$ cat config.mk
export PLATFORM = sky130hd
export DESIGN_NAME = bfha_table
export DESIGN_NICKNAME = d
export VERILOG_FILES = /design/src/rtl/core/bfha_table.sv
export SDC_FILE = /design/constraint.sdc
export NUM_CORES = 2
export LEC_CHECK = 0
export BUFFER_PORTS_ARGS = -buffer_cell sky130_fd_sc_hd__buf_2
export CAP_MARGIN = 15
export CORE_AREA = 5 5 695 697
export CTS_CLUSTER_SIZE = 8
export DETAILED_ROUTE_END_ITERATION = 8
export DIE_AREA = 0 0 700 702
export PLACE_DENSITY = 0.52
export SLEW_MARGIN = 20
export SYNTH_ARGS = -nofsm -noshare
export SYNTH_HDL_FRONTEND = slang
export SYNTH_MEMORY_MAX_BITS = 65536
export SYNTH_SLANG_ARGS = --single-unit
$ cat constraint.sdc
create_clock -name i_clk -period 9.1 [get_ports i_clk]
set_input_delay 1.82 -clock i_clk [delete_from_list [all_inputs] [get_ports i_clk]]
set_output_delay 1.82 -clock i_clk [all_outputs]
set_load 0.02 [all_outputs]
$ cat src/rtl/core/bfha_table.sv
// ----------------------------------------------------------------------------
// bfha_table: block table memory (offset and size per entry)
// One write port and one registered read port.
// ----------------------------------------------------------------------------
`default_nettype none
module bfha_table #(
    parameter int unsigned DEPTH = 128,
    parameter int unsigned AW    = 7
) (
    input  wire logic                  i_clk,
    input  wire logic                  i_we,
    input  wire logic [AW-1:0]         i_waddr,
    input  wire logic [32:0]           i_wdata,
    input  wire logic [AW-1:0]         i_raddr,
    output logic      [32:0]           o_rdata
);
    // {size[16:0], start[15:0]}
    logic [32:0] r_mem [DEPTH];

    always_ff @(posedge i_clk) begin
        if (i_we) begin
            r_mem[i_waddr] <= i_wdata;
        end
        o_rdata <= r_mem[i_raddr];
    end
endmodule
`default_nettype wire

==> tab_implementation.tex <==
\begin{tabular}{lr}
\hline
Metric & Value \\
\hline
\multicolumn{2}{l}{\textbf{Status}} \\
Run status & finished, final reports clean \\
\multicolumn{2}{l}{\textbf{STA}} \\
Final setup violation count & 0 \\
Highest Clock Rate & about 210 MHz \\
Shortest period the worst path allows & roughly 4.8 ns \\
Final worst-path cycle share & 0.526 \\
Final Hold Slack & roughly 1.1 ns \\
Least-Margin Pin Slew & between 1 and 1.5 ns \\
Remaining max-slew budget at the tightest pin & 0.204 \\
Setup repair after global routing missed its margin & no \\
Worst Clk Skew & between 0.06 and 0.07 ns \\
Total negative slack for setup checks & 0 ns \\
Final count of hold timing violations & 0 \\
Final-report max-slew violation count & 0 \\
\multicolumn{2}{l}{\textbf{Placement}} \\
Dpl cell area & between 150000 and 200000 sq um \\
Dpl cells & 12440 \\
Quantity of I/O buffers inserted on ports & $\sim$80 \\
Half-perimeter wire length after detailed placement & 246 mm \\
Routability congestion estimate & about 0.76 \\
\multicolumn{2}{l}{\textbf{Run}} \\
Number of maximum-capacitance constraint violations & 0 \\
\multicolumn{2}{l}{\textbf{Route}} \\
Post-route DRC violation count & 0 \\
WL/cell & roughly 35 microns \\
Total number of vias & approximately 74000 \\
Detailed router's first-iteration violation count & between 9000 and 10000 \\
Post-DRT Antenna Nets & 0 \\
Routed Wire Length & $\sim$470 mm \\
Total iterations of the first detailed-routing run & 8 \\
Ratio of routed vias to standard cells & between 5 and 6 \\
\multicolumn{2}{l}{\textbf{Finish}} \\
Layout cell share with drive strength beyond 1 & 0.363 \\
Synth-to-layout area growth & 16.6\% \\
Non-filler cells in the finished layout & approximately 13000 \\
Net count of the finished layout & 6822 \\
Leading cell types in the layout, fill and taps excluded & 4224 x edfxtp\_1, 1386 x mux4\_2, 611 x clkbuf\_16, 255 x buf\_4, 142 x clkbuf\_1 \\
Most frequent standard cell in the layout excluding fill and tap cells & edfxtp\_1 \\
Design area & 188000 sq um \\
\multicolumn{2}{l}{\textbf{Clocking}} \\
Clock root buffer & clkbuf\_16 \\
Setup Buffers After CTS & 0 \\
Number of levels the H-tree was split into & 6 \\
Clock transition at path regs & around 0.050 ns \\
Number of buffers on the longest clock path & 4 \\
Hold-fix buffers, CTS & 0 \\
\# resized after CTS & 0 \\
Number of sinks on the clock net & 4257 \\
Number of buffers created by CTS & approximately 600 \\
Clock tree from TritonCTS & yes \\
Worst-skew pair later-pin latency & 1.04 ns \\
\multicolumn{2}{l}{\textbf{Synthesis}} \\
Area of the mapped netlist & $\sim$160000 sq um \\
Largest area contributor in the netlist & edfxtp\_1 \\
Number of distinct standard cells referenced by the synthesized netlist & 16 \\
Fraction of the mapped netlist area in simple logic gates & 0.00433 \\
Main combinational cell family by area after synthesis & multiplexers \\
Share of the synthesized netlist area taken by xor and xnor gates & 0 \\
Yosys Warn Count & 0 \\
Leading post-synthesis cells by cell area & edfxtp\_1 79\%, mux4\_2 19\%, clkbuf\_1 0.43\% \\
Average instance area after synthesis & 26.1 sq um \\
Number of storage elements in the synthesis netlist & around 4300 \\
Syn Nets & around 6200 \\
Post-synthesis mux area share & 0.196 \\
Post-Synth Adder-Cell Area & 0 \\
Sequential fraction of the synthesis area & 0.791 \\
Synthesized instance count & a little over 6000 \\
Compound-Gate Fraction of Synth Area & 0 \\
Synth top area share & 0.787 \\
\multicolumn{2}{l}{\textbf{Worst setup path}} \\
Largest incremental delay on the critical path & slightly above 0.7 ns \\
Worst Path Required & $\sim$10 ns \\
Critical path's top delay family & multiplexers \\
Element type at the critical path start & primary input \\
Endpoint class of the critical path & flip-flop \\
Critical Path Fanout Max & 95 \\
Cell chain of the critical path & buf\_12 -> buf\_12 -> buf\_12 -> mux4\_2 -> mux4\_2 -> mux4\_2 -> mux2\_2 \\
Worst Path Class, Setup & primary input to flip-flop \\
Number of buffer and inverter stages on the critical path & 3 \\
Highest-delay cell along the critical path & mux4\_2 \\
Data arrival time of the worst path & 5.65 ns \\
\multicolumn{2}{l}{\textbf{Global routing}} \\
Total routing usage reported by global routing & 0.187 \\
Antenna violations before repair & between 80 and 90 \\
Global routing met3 resource utilization & 0.0421 \\
First-pass GRT wire length & around 640 mm \\
Met1 track demand over resource in global routing & 0.261 \\
Maximum number of pins on one net before global-route repair & roughly 140 \\
Met2 layer usage reported by global route & 0.299 \\
Aggregate global routing overflow & 0 \\
Most crowded layer after global routing & met2 \\
Vias in the first global route & 76092 \\
\multicolumn{2}{l}{\textbf{Floorplanning}} \\
Total I/O pin count & 82 \\
Die width & around 700 microns \\
Total number of placement rows & 254 \\
Initial Util & 0.338 \\
Die footprint & between 400000 and 500000 sq um \\
Area of the core region & approximately 480000 sq um \\
Overall die height & 702 microns \\
\multicolumn{2}{l}{\textbf{Pwr}} \\
PwrDens & around 230 nW/um\^{}2 \\
Leakage power figure & 57.1 nW \\
Total power draw & about 44 mW \\
IR Drop Worst-Case VDD & between 0.2 and 0.25 mV \\
\multicolumn{2}{l}{\textbf{Min path}} \\
Class of the tightest hold or removal check & flip-flop to flip-flop \\
\hline
\end{tabular}
==> logic make-up (layout without fill, tap and decap cells) <==
group,Yosys count,in the layout
flip-flops,4257,4257
multiplexers,1419,1419
buffers and inverters,325,1120
other,0,41
AND/OR/NAND/NOR,170,170
==> power breakdown <==
| group | switching (mW) | internal (mW) |
|---|---|---|
| Clock | 7.92 | 12.0 |
| Combinational | 1.36 | 0.780 |
| Sequential | 0.104 | 21.7 |
==> flip-flops by register name, summed over array words and instances (netlist names) <==
name,flops
r_mem,4224
o_rdata,33
==> cell usage after synthesis (all sizes together) <==
cell    instances
edfxtp       4224
mux4         1386
clkbuf        184
buf           141
nor2          122
dfxtp          33
mux2           33
nand2          14
nand3          12
nor3            9
nor2b           7
nand4           3
nand2b          2
or3             1
==> worst paths after layout <==
path / from / endpoint / slack (ns) / cells after the start
worst max register to register: r_mem[45][15] / o_rdata[15] / 6.39 / 4
worst min-delay path: r_mem[54][2] / o_rdata[2] / 1.12 / 4
worst min register to register: r_mem[54][2] / o_rdata[2] / 1.12 / 4
worst max-delay path: i_raddr[0] / o_rdata[15] / 4.32 / 7
==> final cells by class <==
| type | instances | area (sq um) |
|---|---|---|
| clock buffer | 753 | 15800 |
| antenna | 41 | 103 |
| multi-input combinational | 1589 | 33200 |
| sequential | 4257 | 128000 |
| fill | 41227 | 289000 |
| clock inverter | 44 | 682 |
| timing repair buffer | 323 | 2640 |
| tap | 6272 | 7850 |
==> routing by layer <==
metal	vias up	routed length [microns]
met4	32	10100
met5	-	215
met3	649	41500
met1	41532	192000
li1	28366	-
met2	3476	223000
==> worst reg2reg max path, stage by stage, from the launching register on <==
cell	delay, ns
edfxtp_1	0.37
mux4_2	0.50
mux4_2	0.60
mux4_2	0.72
mux2_2	0.38
==> per-stage QoR <==
step / utilization / worst slack [ns]
final: 0.394 / 4.32
after global routing: 0.394 / 4.13
after CTS: 0.394 / 4.33
after detailed placement: 0.359 / 3.21
after global placement: 0.359 / 3.20
after floorplan: - / 3.97
No activity file was read; power rests on OpenSTA's default activity.
